**src/sv/mlr_pkg.sv**
```systemverilog
// ----------------------------------------------------------------------------
// mlr_pkg
// Constants, codes and helpers shared by the midpoint line rasteriser.
// ----------------------------------------------------------------------------
package mlr_pkg;

    localparam int COORD_BITS_DEF = 9;

    // Depth of the queue between front and back; a power of two
    localparam int QUEUE_DEPTH = 2;

    // Input item kind, carried on s_tuser
    localparam logic FUNC_START = 1'b0;

    typedef logic [2:0] zone_t;

    localparam zone_t ZONE_0 = 3'd0;
    localparam zone_t ZONE_1 = 3'd1;
    localparam zone_t ZONE_2 = 3'd2;
    localparam zone_t ZONE_3 = 3'd3;
    localparam zone_t ZONE_4 = 3'd4;
    localparam zone_t ZONE_5 = 3'd5;
    localparam zone_t ZONE_6 = 3'd6;
    localparam zone_t ZONE_7 = 3'd7;

    // Queue entry: kind, zone, three walk coordinates, three decision terms
    function automatic int entry_width(input int coord_bits);
        return 6 * coord_bits + 16;
    endfunction

endpackage

```
**src/sv/midpoint_line_rasterizer.sv**
```systemverilog
// ----------------------------------------------------------------------------
// midpoint_line_rasterizer
// Eight-zone midpoint line rasteriser: one pixel per tick transaction.
// ----------------------------------------------------------------------------
//  channel  direction  transaction carries
//  s_*      in         func (tuser); start_x, start_y, end_x, end_y (tdata)
//  m_*      out        valid_res (tuser); pixel_x, pixel_y, octant (tdata); last
//
//  One transaction per cycle in and out while m_tready stays high; the per-pixel
//  step is coordinate increments, a decision-term add and one compare in the back,
//  fed from a queue of two entries. An input passes a queue entry, then the output register.
//  Reset empties the queue, drops any line in progress and clears m_tvalid.
//  A stall on m_tready holds the output register; the queue then fills and
//  s_tready falls once both queue entries are occupied.
// ----------------------------------------------------------------------------
module midpoint_line_rasterizer
    import mlr_pkg::*;
#(
    parameter  int COORD_BITS = COORD_BITS_DEF,
    localparam int IN_W       = ((4 * COORD_BITS + 7) / 8) * 8,
    localparam int OUT_W      = ((2 * COORD_BITS + 3 + 7) / 8) * 8,
    localparam int ENTRY_W    = entry_width(COORD_BITS)
)
(
    input  logic             clk,
    input  logic             rst_n,
    input  logic             s_tvalid,
    output logic             s_tready,
    input  logic [IN_W-1:0]  s_tdata,   // start_x, start_y, end_x, end_y, zero pad
    input  logic             s_tuser,   // func
    output logic             m_tvalid,
    input  logic             m_tready,
    output logic [OUT_W-1:0] m_tdata,   // pixel_x, pixel_y, octant, zero pad
    output logic             m_tuser,   // valid_res
    output logic             m_tlast    // last
);

    logic               push_valid;
    logic               push_ready;
    logic [ENTRY_W-1:0] push_data;
    logic               pop_valid;
    logic               pop_ready;
    logic [ENTRY_W-1:0] pop_data;

    mlr_front #(
        .COORD_BITS (COORD_BITS)
    ) u_front (
        .s_tvalid   (s_tvalid),
        .s_tready   (s_tready),
        .s_tdata    (s_tdata),
        .s_tuser    (s_tuser),
        .push_valid (push_valid),
        .push_ready (push_ready),
        .push_data  (push_data)
    );

    mlr_queue #(
        .WIDTH (ENTRY_W)
    ) u_queue (
        .clk        (clk),
        .rst_n      (rst_n),
        .push_valid (push_valid),
        .push_ready (push_ready),
        .push_data  (push_data),
        .pop_valid  (pop_valid),
        .pop_ready  (pop_ready),
        .pop_data   (pop_data)
    );

    mlr_back #(
        .COORD_BITS (COORD_BITS)
    ) u_back (
        .clk       (clk),
        .rst_n     (rst_n),
        .pop_valid (pop_valid),
        .pop_ready (pop_ready),
        .pop_data  (pop_data),
        .m_tvalid  (m_tvalid),
        .m_tready  (m_tready),
        .m_tdata   (m_tdata),
        .m_tuser   (m_tuser),
        .m_tlast   (m_tlast)
    );

endmodule

```
**src/sv/mlr_front.sv**
```systemverilog
// ----------------------------------------------------------------------------
// mlr_front
// Classifies a start transaction into its zone, maps the endpoints into
// zone 0 and sets up the midpoint decision terms; ticks pass straight on.
// ----------------------------------------------------------------------------
module mlr_front
    import mlr_pkg::*;
#(
    parameter  int COORD_BITS = COORD_BITS_DEF,
    localparam int IN_W       = ((4 * COORD_BITS + 7) / 8) * 8,
    localparam int ENTRY_W    = entry_width(COORD_BITS)
)
(
    input  logic               s_tvalid,
    output logic               s_tready,
    input  logic [IN_W-1:0]    s_tdata,    // start_x, start_y, end_x, end_y, zero pad
    input  logic               s_tuser,    // func
    output logic               push_valid,
    input  logic               push_ready,
    output logic [ENTRY_W-1:0] push_data
);

    localparam int CW = COORD_BITS + 1;
    localparam int DW = COORD_BITS + 3;

    typedef struct packed {
        logic                 kind;
        zone_t                zone;
        logic signed [CW-1:0] u0;
        logic signed [CW-1:0] v0;
        logic signed [CW-1:0] u1;
        logic signed [DW-1:0] d0;
        logic signed [DW-1:0] east;
        logic signed [DW-1:0] diag;
    } entry_t;

    function automatic logic [2*CW-1:0] to_zone0(
        input zone_t                z,
        input logic signed [CW-1:0] x,
        input logic signed [CW-1:0] y
    );
        logic signed [CW-1:0] u;
        logic signed [CW-1:0] v;
        case (z)
            ZONE_0:  begin u = x;  v = y;  end
            ZONE_1:  begin u = y;  v = x;  end
            ZONE_2:  begin u = y;  v = -x; end
            ZONE_3:  begin u = -x; v = y;  end
            ZONE_4:  begin u = -x; v = -y; end
            ZONE_5:  begin u = -y; v = -x; end
            ZONE_6:  begin u = -y; v = x;  end
            ZONE_7:  begin u = x;  v = -y; end
            default: begin u = x;  v = -y; end
        endcase
        return {u, v};
    endfunction

    logic signed [CW-1:0] x0;
    logic signed [CW-1:0] y0;
    logic signed [CW-1:0] x1;
    logic signed [CW-1:0] y1;
    logic signed [CW-1:0] ddx;
    logic signed [CW-1:0] ddy;
    logic [CW-1:0]        ax;
    logic [CW-1:0]        ay;
    logic [CW-1:0]        dmax;
    logic [CW-1:0]        dmin;
    logic                 x_major;
    zone_t                zone;
    logic [2*CW-1:0]      map0;
    logic [2*CW-1:0]      map1;
    entry_t               entry;

    assign x0 = CW'(signed'(s_tdata[COORD_BITS-1:0]));
    assign y0 = CW'(signed'(s_tdata[2*COORD_BITS-1:COORD_BITS]));
    assign x1 = CW'(signed'(s_tdata[3*COORD_BITS-1:2*COORD_BITS]));
    assign y1 = CW'(signed'(s_tdata[4*COORD_BITS-1:3*COORD_BITS]));

    assign ddx = x1 - x0;
    assign ddy = y1 - y0;
    assign ax  = ddx[CW-1] ? CW'(-ddx) : ddx;
    assign ay  = ddy[CW-1] ? CW'(-ddy) : ddy;

    assign x_major = ax >= ay;
    assign dmax    = x_major ? ax : ay;
    assign dmin    = x_major ? ay : ax;

    always_comb
    begin
        if (x_major)
        begin
            if (!ddx[CW-1])
                zone = ddy[CW-1] ? ZONE_7 : ZONE_0;
            else
                zone = ddy[CW-1] ? ZONE_4 : ZONE_3;
        end
        else
        begin
            if (!ddx[CW-1])
                zone = ddy[CW-1] ? ZONE_6 : ZONE_1;
            else
                zone = ddy[CW-1] ? ZONE_5 : ZONE_2;
        end
    end

    assign map0 = to_zone0(zone, x0, y0);
    assign map1 = to_zone0(zone, x1, y1);

    // In zone 0 the run is the larger magnitude and the rise the smaller
    always_comb
    begin
        entry.kind = s_tuser;
        entry.zone = zone;
        entry.u0   = map0[2*CW-1:CW];
        entry.v0   = map0[CW-1:0];
        entry.u1   = map1[2*CW-1:CW];
        entry.east = {1'b0, dmin, 1'b0};
        entry.d0   = {1'b0, dmin, 1'b0} - {2'b00, dmax};
        entry.diag = {1'b0, dmin, 1'b0} - {1'b0, dmax, 1'b0};
    end

    assign push_valid = s_tvalid;
    assign s_tready   = push_ready;
    assign push_data  = entry;

endmodule

```
**src/sv/mlr_queue.sv**
```systemverilog
// ----------------------------------------------------------------------------
// mlr_queue
// Short first-in first-out queue that decouples the front from the back.
// ----------------------------------------------------------------------------
module mlr_queue
    import mlr_pkg::*;
#(
    parameter int WIDTH = 8
)
(
    input  logic             clk,
    input  logic             rst_n,
    input  logic             push_valid,
    output logic             push_ready,
    input  logic [WIDTH-1:0] push_data,
    output logic             pop_valid,
    input  logic             pop_ready,
    output logic [WIDTH-1:0] pop_data
);

    localparam int PTR_W = $clog2(QUEUE_DEPTH);

    logic [WIDTH-1:0] slot_reg [QUEUE_DEPTH];
    logic [PTR_W-1:0] wr_ptr_reg;
    logic [PTR_W-1:0] wr_ptr_next;
    logic [PTR_W-1:0] rd_ptr_reg;
    logic [PTR_W-1:0] rd_ptr_next;
    logic [PTR_W:0]   count_reg;
    logic [PTR_W:0]   count_next;
    logic             do_push;
    logic             do_pop;

    assign push_ready = count_reg != (PTR_W+1)'(QUEUE_DEPTH);
    assign pop_valid  = count_reg != '0;
    assign pop_data   = slot_reg[rd_ptr_reg];

    assign do_push = push_valid && push_ready;
    assign do_pop  = pop_valid && pop_ready;

    always_comb
    begin
        wr_ptr_next = do_push ? wr_ptr_reg + PTR_W'(1) : wr_ptr_reg;
        rd_ptr_next = do_pop  ? rd_ptr_reg + PTR_W'(1) : rd_ptr_reg;
        count_next  = count_reg;
        if (do_push && !do_pop)
            count_next = count_reg + (PTR_W+1)'(1);
        else if (do_pop && !do_push)
            count_next = count_reg - (PTR_W+1)'(1);
    end

    always_ff @(posedge clk or negedge rst_n)
    begin
        if (!rst_n)
        begin
            wr_ptr_reg <= '0;
            rd_ptr_reg <= '0;
            count_reg  <= '0;
        end
        else
        begin
            wr_ptr_reg <= wr_ptr_next;
            rd_ptr_reg <= rd_ptr_next;
            count_reg  <= count_next;
        end
    end

    always_ff @(posedge clk)
    begin
        if (do_push)
            slot_reg[wr_ptr_reg] <= push_data;
    end

endmodule

```
**src/sv/mlr_back.sv**
```systemverilog
// ----------------------------------------------------------------------------
// mlr_back
// Walks the current line one pixel per transaction in zone 0, maps each
// pixel back to its own zone and holds it in the output register.
// ----------------------------------------------------------------------------
module mlr_back
    import mlr_pkg::*;
#(
    parameter  int COORD_BITS = COORD_BITS_DEF,
    localparam int OUT_W      = ((2 * COORD_BITS + 3 + 7) / 8) * 8,
    localparam int ENTRY_W    = entry_width(COORD_BITS)
)
(
    input  logic               clk,
    input  logic               rst_n,
    input  logic               pop_valid,
    output logic               pop_ready,
    input  logic [ENTRY_W-1:0] pop_data,
    output logic               m_tvalid,
    input  logic               m_tready,
    output logic [OUT_W-1:0]   m_tdata,    // pixel_x, pixel_y, octant, zero pad
    output logic               m_tuser,    // valid_res
    output logic               m_tlast     // last
);

    localparam int CW = COORD_BITS + 1;
    localparam int DW = COORD_BITS + 3;

    typedef struct packed {
        logic                 kind;
        zone_t                zone;
        logic signed [CW-1:0] u0;
        logic signed [CW-1:0] v0;
        logic signed [CW-1:0] u1;
        logic signed [DW-1:0] d0;
        logic signed [DW-1:0] east;
        logic signed [DW-1:0] diag;
    } entry_t;

    function automatic logic [2*COORD_BITS-1:0] from_zone0(
        input zone_t                z,
        input logic signed [CW-1:0] u,
        input logic signed [CW-1:0] v
    );
        logic signed [CW-1:0] nu;
        logic signed [CW-1:0] nv;
        logic signed [CW-1:0] x;
        logic signed [CW-1:0] y;
        nu = -u;
        nv = -v;
        case (z)
            ZONE_0:  begin x = u;  y = v;  end
            ZONE_1:  begin x = v;  y = u;  end
            ZONE_2:  begin x = nv; y = u;  end
            ZONE_3:  begin x = nu; y = v;  end
            ZONE_4:  begin x = nu; y = nv; end
            ZONE_5:  begin x = nv; y = nu; end
            ZONE_6:  begin x = v;  y = nu; end
            ZONE_7:  begin x = u;  y = nv; end
            default: begin x = u;  y = nv; end
        endcase
        return {y[COORD_BITS-1:0], x[COORD_BITS-1:0]};
    endfunction

    entry_t head;

    // Line state
    logic                 active_reg;
    logic                 active_next;
    logic signed [CW-1:0] walk_x_reg;
    logic signed [CW-1:0] walk_x_next;
    logic signed [CW-1:0] walk_y_reg;
    logic signed [CW-1:0] walk_y_next;
    logic signed [CW-1:0] stop_x_reg;
    logic signed [DW-1:0] dec_reg;
    logic signed [DW-1:0] dec_next;
    logic signed [DW-1:0] east_reg;
    logic signed [DW-1:0] diag_reg;
    zone_t                zone_reg;

    // Output register
    logic                 tvalid_reg;
    logic                 tvalid_next;
    logic [OUT_W-1:0]     tdata_reg;
    logic [OUT_W-1:0]     tdata_next;
    logic                 tuser_reg;
    logic                 tuser_next;
    logic                 tlast_reg;
    logic                 tlast_next;

    // Working values: the queued start or the running line
    logic                 is_start;
    logic                 take;
    logic                 cur_active;
    logic signed [CW-1:0] cur_wx;
    logic signed [CW-1:0] cur_wy;
    logic signed [CW-1:0] cur_stop;
    logic signed [DW-1:0] cur_dec;
    logic signed [DW-1:0] cur_east;
    logic signed [DW-1:0] cur_diag;
    zone_t                cur_zone;
    logic                 fin;
    logic                 advance;
    logic [2*COORD_BITS-1:0] pix;

    assign head      = entry_t'(pop_data);
    assign pop_ready = !tvalid_reg || m_tready;
    assign take      = pop_valid && pop_ready;
    assign is_start  = head.kind == FUNC_START;

    always_comb
    begin
        if (is_start)
        begin
            cur_active = 1'b1;
            cur_wx     = head.u0;
            cur_wy     = head.v0;
            cur_stop   = head.u1;
            cur_dec    = head.d0;
            cur_east   = head.east;
            cur_diag   = head.diag;
            cur_zone   = head.zone;
        end
        else
        begin
            cur_active = active_reg;
            cur_wx     = walk_x_reg;
            cur_wy     = walk_y_reg;
            cur_stop   = stop_x_reg;
            cur_dec    = dec_reg;
            cur_east   = east_reg;
            cur_diag   = diag_reg;
            cur_zone   = zone_reg;
        end
    end

    assign fin     = cur_wx >= cur_stop;
    assign advance = cur_active && !fin;
    assign pix     = from_zone0(cur_zone, cur_wx, cur_wy);

    always_comb
    begin
        active_next = cur_active && !fin;
        walk_x_next = cur_wx;
        walk_y_next = cur_wy;
        dec_next    = cur_dec;
        if (advance)
        begin
            walk_x_next = cur_wx + CW'(1);
            if (cur_dec[DW-1])
            begin
                dec_next = cur_dec + cur_east;
            end
            else
            begin
                dec_next    = cur_dec + cur_diag;
                walk_y_next = cur_wy + CW'(1);
            end
        end
    end

    always_comb
    begin
        if (cur_active)
        begin
            tuser_next = 1'b1;
            tdata_next = OUT_W'({cur_zone, pix});
            tlast_next = fin;
        end
        else
        begin
            tuser_next = 1'b0;
            tdata_next = '0;
            tlast_next = 1'b0;
        end
    end

    always_comb
    begin
        if (take)
            tvalid_next = 1'b1;
        else if (m_tready)
            tvalid_next = 1'b0;
        else
            tvalid_next = tvalid_reg;
    end

    always_ff @(posedge clk or negedge rst_n)
    begin
        if (!rst_n)
        begin
            active_reg <= 1'b0;
            tvalid_reg <= 1'b0;
        end
        else
        begin
            tvalid_reg <= tvalid_next;
            if (take)
                active_reg <= active_next;
        end
    end

    always_ff @(posedge clk)
    begin
        if (take)
        begin
            walk_x_reg <= walk_x_next;
            walk_y_reg <= walk_y_next;
            dec_reg    <= dec_next;
            tdata_reg  <= tdata_next;
            tuser_reg  <= tuser_next;
            tlast_reg  <= tlast_next;
            if (is_start)
            begin
                stop_x_reg <= head.u1;
                east_reg   <= head.east;
                diag_reg   <= head.diag;
                zone_reg   <= head.zone;
            end
        end
    end

    assign m_tvalid = tvalid_reg;
    assign m_tdata  = tdata_reg;
    assign m_tuser  = tuser_reg;
    assign m_tlast  = tlast_reg;

endmodule

```
**config.mk**
```make
export PLATFORM = sky130hd
export DESIGN_NAME = midpoint_line_rasterizer
export DESIGN_NICKNAME = d
export VERILOG_FILES = /design/src/sv/mlr_pkg.sv /design/src/sv/midpoint_line_rasterizer.sv /design/src/sv/mlr_front.sv /design/src/sv/mlr_queue.sv /design/src/sv/mlr_back.sv
export SDC_FILE = /design/constraint.sdc
export NUM_CORES = 1
export LEC_CHECK = 0
export BUFFER_PORTS_ARGS = -buffer_cell sky130_fd_sc_hd__buf_2
export CAP_MARGIN = 10
export CORE_ASPECT_RATIO = 0.8
export CORE_MARGIN = 2
export CORE_UTILIZATION = 57
export DETAILED_ROUTE_END_ITERATION = 10
export HOLD_SLACK_MARGIN = 0.06
export PLACE_DENSITY = 0.87
export SLEW_MARGIN = 25
export SYNTH_ARGS = -nofsm -noshare
export SYNTH_HDL_FRONTEND = slang
export SYNTH_SLANG_ARGS = --single-unit
```
**constraint.sdc**
```tcl
create_clock -name clk -period 5.9 [get_ports clk]
set_input_delay 0 -clock clk [delete_from_list [all_inputs] [get_ports clk]]
set_output_delay 0 -clock clk [all_outputs]
set_load 0.02 [all_outputs]
```
Yosys cells after proc, flatten, opt, wreduce, memory -nomap -nowiden. Memory sizes are Yosys's and may differ from the RTL's. Cells that the tools add are included.

Memory bits (writable): 136. Logic and storage cells: 121. Output and inout port bits: 28. Register bits: 101. Bits of input ports: 45. Memories kept: 1.

Memories: u_queue.slot_reg (depth 2, width 68, read ports 1, clocked after Yosys merged registers in 0, wr ports 1, line mlr_queue.sv:23) `logic [WIDTH-1:0] slot_reg [QUEUE_DEPTH];`.

Reduce and logical (&&, ||, !) cells: 31. Order comparisons: 2. Add/subtract/negate cells: 20. Multiplexer cells: 36. Eq/ne operators: 15.

Operator list (count): $pmux 10 s4 (3); $mux 10 (10); $pmux 9 s4 (2); $mux 12 (5); $neg 9->10 (4); $reduce_or 2->1 (16); $add 12x12->12 (2); $eq 3x3->1 const B (8); $mux 3 (8); $add 10x2->10 const B (2); $ge 10x10->1 (2); $neg 10->10 (2); $sub 9x9->10 (2); $neg 9->9 (2); $eq 3x2->1 const B (4); $sub 11x10->12 (1); $sub 11x11->12 (1); $eq 3x1->1 const B (2); $logic_not 3->1 (2); $mux 1 (6); $reduce_bool 2->1 (3); $logic_and 1x1->1 (5); $logic_not 1->1 (4); $mux 2 (2); 5 further kinds (6).

Depth between registers and ports, before layout. Gate-level depths: netlist of the first run.

Depth in word-level cells: 8. Mapped depth: 33. Mapped depth without buffers: 29.

Hierarchy. A second synthesis of the first run with hierarchy kept.

Cell total of the unflattened synthesis: 1389. Area total of the unflattened synthesis: 15797.7 µm².

Modules (own cells, without submodules): mlr_back (cells each 608, sequential area each 2782.7 µm², instances 1, area each 6458.7 µm²); mlr_queue (cells each 236, sequential area each 4304.1 µm², instances 1, area each 5596.6 µm²); mlr_front (cells each 545, sequential area each 0.0 µm², instances 1, area each 3742.3 µm²).

Worst setup path before layout of the first run. No wires, ideal clock.

Kind: input-to-reg. Start: input port s_tdata[4]. End: memory u_queue.slot_reg[0][32] in the netlist's numbering (data pin). Data required time: 5.627 ns. Cell stages on the path: 31. Setup slack: -0.369 ns. Setup time: 0.273 ns. Data arrival time: 5.996 ns. Path buffers: 4. Cells stage by stage: inv_1 ha_1 buf_6 nand2_1 a211oi_1 o211ai_1 a31oi_2 clkbuf_1 a31oi_1 xnor2_1 inv_1 ha_1 inv_1 nor2_1 a221oi_1 o21ai_0 o21ai_4 o21ai_4 clkbuf_1 buf_1 nand2_1 nand2_1 inv_1 fa_1 o21ai_0 nor2_1 or4_1 o2111a_1 o31a_1 mux2i_1 nand4_1.

Word-level cells in the longest chain between the ends: 6. Elaborated cells between the ends (all ways): 7. Classes of those cells: add/sub (3); order compare (1); mux (3).

RTL lines: from (decl) (line midpoint_line_rasterizer.sv:29) `input logic [IN_W-1:0] s_tdata,`; $sub 9x9->10 * (line mlr_front.sv:79) `assign ddx = x1 - x0;`; $neg 10->10 (line mlr_front.sv:81) `assign ax = ddx[CW-1] ? CW'(-ddx) : ddx;`; $mux 10 * (line mlr_front.sv:81); $ge 10x10->1 (line mlr_front.sv:84) `assign x_major = ax >= ay;`; $mux 10 (on tied branches) (line mlr_front.sv:86, mlr_front.sv:85); $sub 11x10->12 * (line mlr_front.sv:118) `entry.d0 = {1'b0, dmin, 1'b0} - {2'b00, dmax};`; net push_data[34] (line midpoint_line_rasterizer.sv:40) `logic [ENTRY_W-1:0] push_data;`; to (decl) (line mlr_queue.sv:23).

Mark *: on every way through the listed nets, which the timed path passes. The rest lies on a longest branch.

Worst setup path in the final report of the first run.
Start: input port s_tdata[32]. End: memory u_queue.slot_reg[1][32] in the netlist's numbering (data pin).

Word-level cells in the longest chain between the ends: 6. Elaborated cells between the ends (all ways): 7. Classes of those cells: add/sub (3); order compare (1); mux (3).

RTL lines: $sub 9x9->10 * (line mlr_front.sv:80) `assign ddy = y1 - y0;`; $neg 10->10 (line mlr_front.sv:82) `assign ay = ddy[CW-1] ? CW'(-ddy) : ddy;`; $mux 10 * (line mlr_front.sv:82); $ge 10x10->1 (line mlr_front.sv:84); $mux 10 (on tied branches) (line mlr_front.sv:86, mlr_front.sv:85); $sub 11x10->12 * (line mlr_front.sv:118); net push_data[34] (line midpoint_line_rasterizer.sv:40).

Marks and branches as above.

==> results of run 1 <==
## cell usage after synthesis, drive strengths merged (4+ instances only)
library cell	n
o31ai	4
o22ai	6
or3	8
clkbuf	39
a21o	30
a21oi	121
edfxtp	223
nor2b	14
a221oi	7
ha	67
nor4	10
a211oi	17
or2	6
nand4	5
buf	24
xnor2	80
o21bai	7
o211ai	12
dfrtp	6
nand2b	7
fa	4
xor2	28
o221ai	4
a41oi	4
nand2	110
o21a	10
a31oi	14
and3	9
a22oi	4
a311oi	5
inv	91
nand3	24
and2	7
nor3	26
o21ai	54
mux2i	93
mux2	21
nor2	167
## worst min-delay path by stage
| stage | start | to | slack [ns] |
|---|---|---|---|
| after global placement | rst_n | u_queue.wr_ptr_reg$_DFFE_PN0P_ | -0.17 |
| final | s_tdata[29] | u_queue.slot_reg[1][36]$_DFFE_PP_ | 0.08 |
| after global routing | s_tdata[3] | u_queue.slot_reg[1][47]$_DFFE_PP_ | 0.08 |
| after floorplan | rst_n | u_back.active_reg$_DFFE_PN0P_ | -0.30 |
| after CTS | s_tdata[29] | u_queue.slot_reg[1][36]$_DFFE_PP_ | 0.06 |
| after detailed placement | rst_n | u_queue.count_reg[0]$_DFFE_PN0P_ | -0.16 |
## critical path, delay by kind of cell
family,cells,cell delay [ns]
buffers and inverters,6,1.30
XOR/XNOR,1,0.10
AND/OR/NAND/NOR,9,1.48
AO/OA/AOI/OAI,10,1.93
multiplexers,1,0.18
adder cells (fa/ha/maj),3,0.93
## layer usage
layer,vias to the layer above,wire length (µm),global-route usage
li1,5444,-,-
met1,5515,15400,0.355
met2,507,18200,0.465
met3,107,2130,0.0310
met4,0,1190,0.0835
met5,-,0,0
## cell type report
class	count	share of cell area
Multi-Input combinational cell	1026	0.431
Timing Repair Buffer	183	0.0797
Sequential cell	229	0.400
Inverter	94	0.0206
Clock buffer	27	0.0345
Clock inverter	15	0.0104
Antenna cell	2	0.000292
Tap cell	324	0.0237
## per-stage QoR
step	setup slack [ns]	TNS, ns
3_3_place_gp	0.0159	0
3_5_place_dp	-0.124	-0.249
4_1_cts	0.0118	0
2_1_floorplan	0.00758	0
6_report	0.194	0
5_1_grt	-0.0444	-0.0840
## cell families (layout without fill, tap and decap cells)
family                   after synthesis  after routing
multiplexers                         116            116
AO/OA/AOI/OAI                        324            324
adder cells (fa/ha/maj)               72             72
flip-flops                           229            229
AND/OR/NAND/NOR                      403            403
XOR/XNOR                             108            108
buffers and inverters                157            319
other                                  1              5
## repair_timing
action                                  in CTS  in global routing
hold endpoints to repair                    60                  0
gates resized for setup                      0                 54
hold buffers                                42                  0
endpoints found under the setup margin       0                 16
setup buffers                                0                 10
==> flow_metrics.env, run 1 <==
export IMPL_outcome="finished, final reports clean"
export IMPL_final_cell_mix="223 x edfxtp_1, 161 x nor2_1, 114 x a21oi_1"
export IMPL_max_freq_ghz=0.175
export IMPL_synthAdderAreaFrac=0.0639
export IMPL_vias=11600
export IMPL_max_stage_delay_ns=0.55
export IMPL_netlist_top_cells_area="edfxtp_1 46%, mux2i_1 6.4%, ha_1 5.8%, xnor2_1 4.7%, nor2_1 4.3%"
export IMPL_slew_violations=0
export IMPL_syn_avg_cell_area_um2=10.3
export IMPL_htreeDepth=1
export IMPL_final_instance_count_excl_fill=1900
export IMPL_period_needed_ns=5.71
export IMPL_grt_overflow=0
export IMPL_vias_per_cell=6.09
export IMPL_synth_compound_area_frac=0.148
export IMPL_drive_above_1_share=0.168
export IMPL_nNetsFinal=1673
export IMPL_setup_worst_path_end="u_queue.slot_reg[1][32]$_DFFE_PP_"
export IMPL_r2r_cells=19
export IMPL_regArea_um2=6850
export IMPL_final_cell_area_um2=17100
export IMPL_worstSetupStartpoint="s_tdata[32]"
export IMPL_ys_flop_type="edfxtp_1"
export IMPL_synth_xor_area_frac=0.0674
export IMPL_num_io_pins=73
export IMPL_die_area_um2=26800
export IMPL_crit_arrival_ns=5.94
export IMPL_rows=52
export IMPL_gp_congestion=1.01
export IMPL_ant_nets=0
export IMPL_cp_end_kind="flop"
export IMPL_maxCapViolCount=0
export IMPL_die_x_um=182
export IMPL_synth_top_cell_by_area="edfxtp_1"
export IMPL_dpl_cell_area_um2=15500
export IMPL_cts_sinks=229
export IMPL_ys_ff_latch=229
export IMPL_worst_slew_pin_slew_ns=0.937
export IMPL_syn_area_um2=14500
export IMPL_cts_buffer_depth=3
export IMPL_clock_skew_final_ns=0.0242
export IMPL_hold_ws_ns=0.0822
export IMPL_cp_max_fo=7
export IMPL_setup_worst_path_class="in2reg"
export IMPL_place_hpwl_um=25400
export IMPL_fin_crit_sh=0.967
export IMPL_setup_violations=0
export IMPL_final_core_util=0.680
export IMPL_syn_to_final_growth_pct=17.8
export IMPL_r2r_end="u_back.walk_x_reg[5]$_DFFE_PP_"
export IMPL_yosysWarnings=0
export IMPL_hp_class="in2reg"
export IMPL_critPathSlowestCell="dlygate4sd3_1"
export IMPL_syn_inst=1410
export IMPL_core_area_um2=25200
export IMPL_synth_top_family_by_area="compound AO/OA/AOI/OAI gates"
export IMPL_grt_pass1_vias=11000
export IMPL_timing_rr_start="u_queue.rd_ptr_reg$_DFFE_PN0P_"
export IMPL_muxShareOfSynthArea=0.0835
export IMPL_hold_depth=4
export IMPL_yosysSeqAreaShare=0.471
export IMPL_io_buffers=65
export IMPL_initial_core_util=0.577
export IMPL_synth_edf_count=223
export IMPL_fillers=1765
export IMPL_cts_clk_slew_worst_paths_ns=0.06
export IMPL_routed_wl_um=37000
export IMPL_cp_start_kind="primary input"
export IMPL_async_flop_share=0.0262
export IMPL_relSlewSlack=0.375
export IMPL_antenna_found_initial=1
export IMPL_worst_skew_pair_late_latency_ns=0.54
export IMPL_grt_max_degree=67
export IMPL_tritoncts="done"
export IMPL_grt_pass1_wl_um=57200
export IMPL_dieHeight_um=147
export IMPL_grt_use_total=0.268
export IMPL_rrSetupSlack_ns=1.05
export IMPL_root_buffer="clkbuf_16"
export IMPL_yosysTopAreaCellShare=0.461
export IMPL_firstDrtPassIters=6
export IMPL_ys_types=77
export IMPL_drtIter0Drc=1159
export IMPL_cp_required_ns=6.14
export IMPL_cts_made_buffers=23
export IMPL_synth_simple_area_share=0.123
export IMPL_dp_cells=1803
export IMPL_largest_reg_flops=132
export IMPL_drc_errors=0
export IMPL_wl_per_cell_um=19.5
export IMPL_multi_input_area_um2=7370
export IMPL_hold_violations=0
export IMPL_final_common_cell="edfxtp_1"
Power of run 1 is not shown: default switching activity piles up to over one toggle a cycle in this logic, so the estimate is an artifact.
==> inputs of run 2 (changes only) <==
--- a/config.mk
+++ b/config.mk
@@ -16,4 +16,5 @@
 export SLEW_MARGIN = 25
 export SYNTH_ARGS = -nofsm -noshare
 export SYNTH_HDL_FRONTEND = slang
+export SYNTH_HIERARCHICAL = 1
 export SYNTH_SLANG_ARGS = --single-unit
==> run 2 against run 1 <==
Net effect:
- core utilization shrank 2.7 points
- first-iteration DRC count is 27% higher
- critical path depth decreased by 5
- final area increased by 3.6%
- largest cell class unchanged
- via count grew 0.64%
- worst setup slack better by 0.0020 ns
- hold slack better by 0.016 ns
==> flow_metrics.env, run 2 <==
export IMPL_setup_worst_path_class="in2reg"
export IMPL_firstDrtPassIters=6
export IMPL_place_hpwl_um=27700
export IMPL_yosysWarnings=6
export IMPL_tritoncts="done"
export IMPL_syn_area_um2=15700
export IMPL_nNetsFinal=1618
export IMPL_max_stage_delay_ns=0.55
export IMPL_htreeDepth=1
export IMPL_cts_clk_slew_worst_paths_ns=0.06
export IMPL_ant_nets=0
export IMPL_cts_made_buffers=26
export IMPL_grt_use_total=0.265
export IMPL_die_area_um2=28900
export IMPL_r2r_end="u_back/dec_reg[11]$_DFFE_PP_"
export IMPL_crit_buf_inv=4
export IMPL_r2r_cells=13
export IMPL_max_freq_ghz=0.175
export IMPL_clock_skew_final_ns=0.0127
export IMPL_grt_overflow=0
export IMPL_syn_to_final_growth_pct=12.8
export IMPL_timing_rr_start="u_queue/rd_ptr_reg$_DFFE_PN0P_"
export IMPL_gp_congestion=0.937
export IMPL_antenna_found_initial=0
export IMPL_syn_inst=1385
export IMPL_cts_buffer_depth=3
export IMPL_dieHeight_um=153
export IMPL_whs_endpoint="u_queue/slot_reg[1][40]$_DFFE_PP_"
export IMPL_crit_arrival_ns=6.05
export IMPL_drtIter0Drc=1476
export IMPL_maxCapViolCount=0
export IMPL_die_x_um=190
export IMPL_setup_violations=0
export IMPL_num_io_pins=73
export IMPL_antenna_cells=0
export IMPL_root_buffer="clkbuf_16"
export IMPL_cts_sinks=235
export IMPL_place_ws_ns=0.0148
export IMPL_routed_wl_um=39200
export IMPL_period_needed_ns=5.70
export IMPL_slew_violations=0
export IMPL_holdCritStartpoint="s_tdata[22]"
export IMPL_io_buffers=65
export IMPL_cp_required_ns=6.25
export IMPL_rows=54
export IMPL_hp_class="in2reg"
export IMPL_fin_crit_sh=0.967
export IMPL_relSlewSlack=0.326
export IMPL_worst_skew_pair_late_latency_ns=0.53
export IMPL_drive_above_1_share=0.232
export IMPL_grt_max_degree=73
export IMPL_final_cell_mix="229 x edfxtp_1, 101 x nor2_1, 94 x nand2_1"
export IMPL_critPathSlowestCell="dlygate4sd3_1"
export IMPL_cp_end_kind="flop"
export IMPL_vias_per_cell=6.18
export IMPL_hold_depth=3
export IMPL_outcome="finished, final reports clean"
export IMPL_initial_core_util=0.578
export IMPL_syn_avg_cell_area_um2=11.3
export IMPL_hold_violations=0
export IMPL_largest_reg_flops=138
export IMPL_cp_start_kind="primary input"
export IMPL_grt_pass1_wl_um=60700
export IMPL_core_area_um2=27200
export IMPL_worst_slew_pin_slew_ns=0.992
export IMPL_fin_ws_ns=0.196
export IMPL_crit_family="compound AO/OA/AOI/OAI gates"
export IMPL_rrSetupSlack_ns=0.94
export IMPL_final_common_cell="edfxtp_1"
export IMPL_wl_per_cell_um=20.8
export IMPL_hold_ws_ns=0.0986
export IMPL_vias=11600
export IMPL_grt_pass1_vias=11100
export IMPL_drc_errors=0
export IMPL_cp_max_fo=18
==> run 2: cell count changes in the layout (fill, tap and decap cells not counted), moves of 22 or more <==
cell / previous run / this run
o21ai_0: 40 / 62
a21oi_1: 114 / 81
mux2_2: 21 / 57
buf_4: 71 / 48
nor2_1: 161 / 101
mux2i_1: 92 / 49
mux2_4: 0 / 70
==> run 2: worst register-to-register path, cell delays in order (launching register included) <==
cell	delay, ns
dfrtp_4	0.63
mux2_4	0.52
mux2i_2	0.50
buf_4	0.31
nand2_1	0.08
o21ai_0	0.23
inv_1	0.11
ha_1	0.31
a211oi_1	0.33
o211ai_1	0.15
a2111oi_0	0.88
o21ai_0	0.27
a21oi_1	0.24
a2bb2oi_1	0.22
==> run 2: worst max path at each step <==
stage	cells past startpoint	endpoint	start
final	25	u_queue/slot_reg[1][35]$_DFFE_PP_	s_tdata[9]
after floorplan	27	u_queue/slot_reg[0][33]$_DFFE_PP_	s_tdata[13]
after detailed placement	25	u_queue/slot_reg[1][34]$_DFFE_PP_	s_tdata[13]
after global routing	26	u_queue/slot_reg[1][35]$_DFFE_PP_	s_tdata[9]
after global placement	25	u_queue/slot_reg[0][9]$_DFFE_PP_	s_tdata[13]
after CTS	26	u_queue/slot_reg[0][34]$_DFFE_PP_	s_tdata[9]
==> run 2: layout make-up <==
type | count | area, µm²
clock buffers | 32 | 694
clock inverters | 16 | 150
fillers | 1972 | 9430
inverters | 83 | 312
multi-input cells | 1010 | 8070
flip-flops and latches | 235 | 7030
well taps | 364 | 455
repair buffers | 145 | 1020
==> run 2: repair_timing <==
item	4_1_cts	5_1_grt
hold buffers	30	0
gates resized for setup	0	16
buffers inserted	0	2
endpoints found under the setup margin	0	20
endpoints found under the hold margin	55	0
==> run 2: layer usage <==
metal	vias to the layer above	GRT usage	routed length (µm)
met4	0	0.0646	934
met1	5577	0.380	16500
met5	-	0	0
met3	82	0.0520	4020
li1	5355	-	-
met2	633	0.418	17800
==> run 2: stage by stage <==
| step | instance area, µm² | std cells | setup TNS, ns | util |
|---|---|---|---|---|
| after floorplan | 15700 | 1389 | 0 | - |
| after global placement | 16500 | 1805 | 0 | 0.607 |
| after detailed placement | 16500 | 1805 | 0 | 0.607 |
| after CTS | 17600 | 1883 | 0 | 0.649 |
| after global routing | 17700 | 1885 | -0.374 | 0.653 |
| final | 17700 | 1885 | 0 | 0.653 |
Power of run 2 is left out for the same reason.
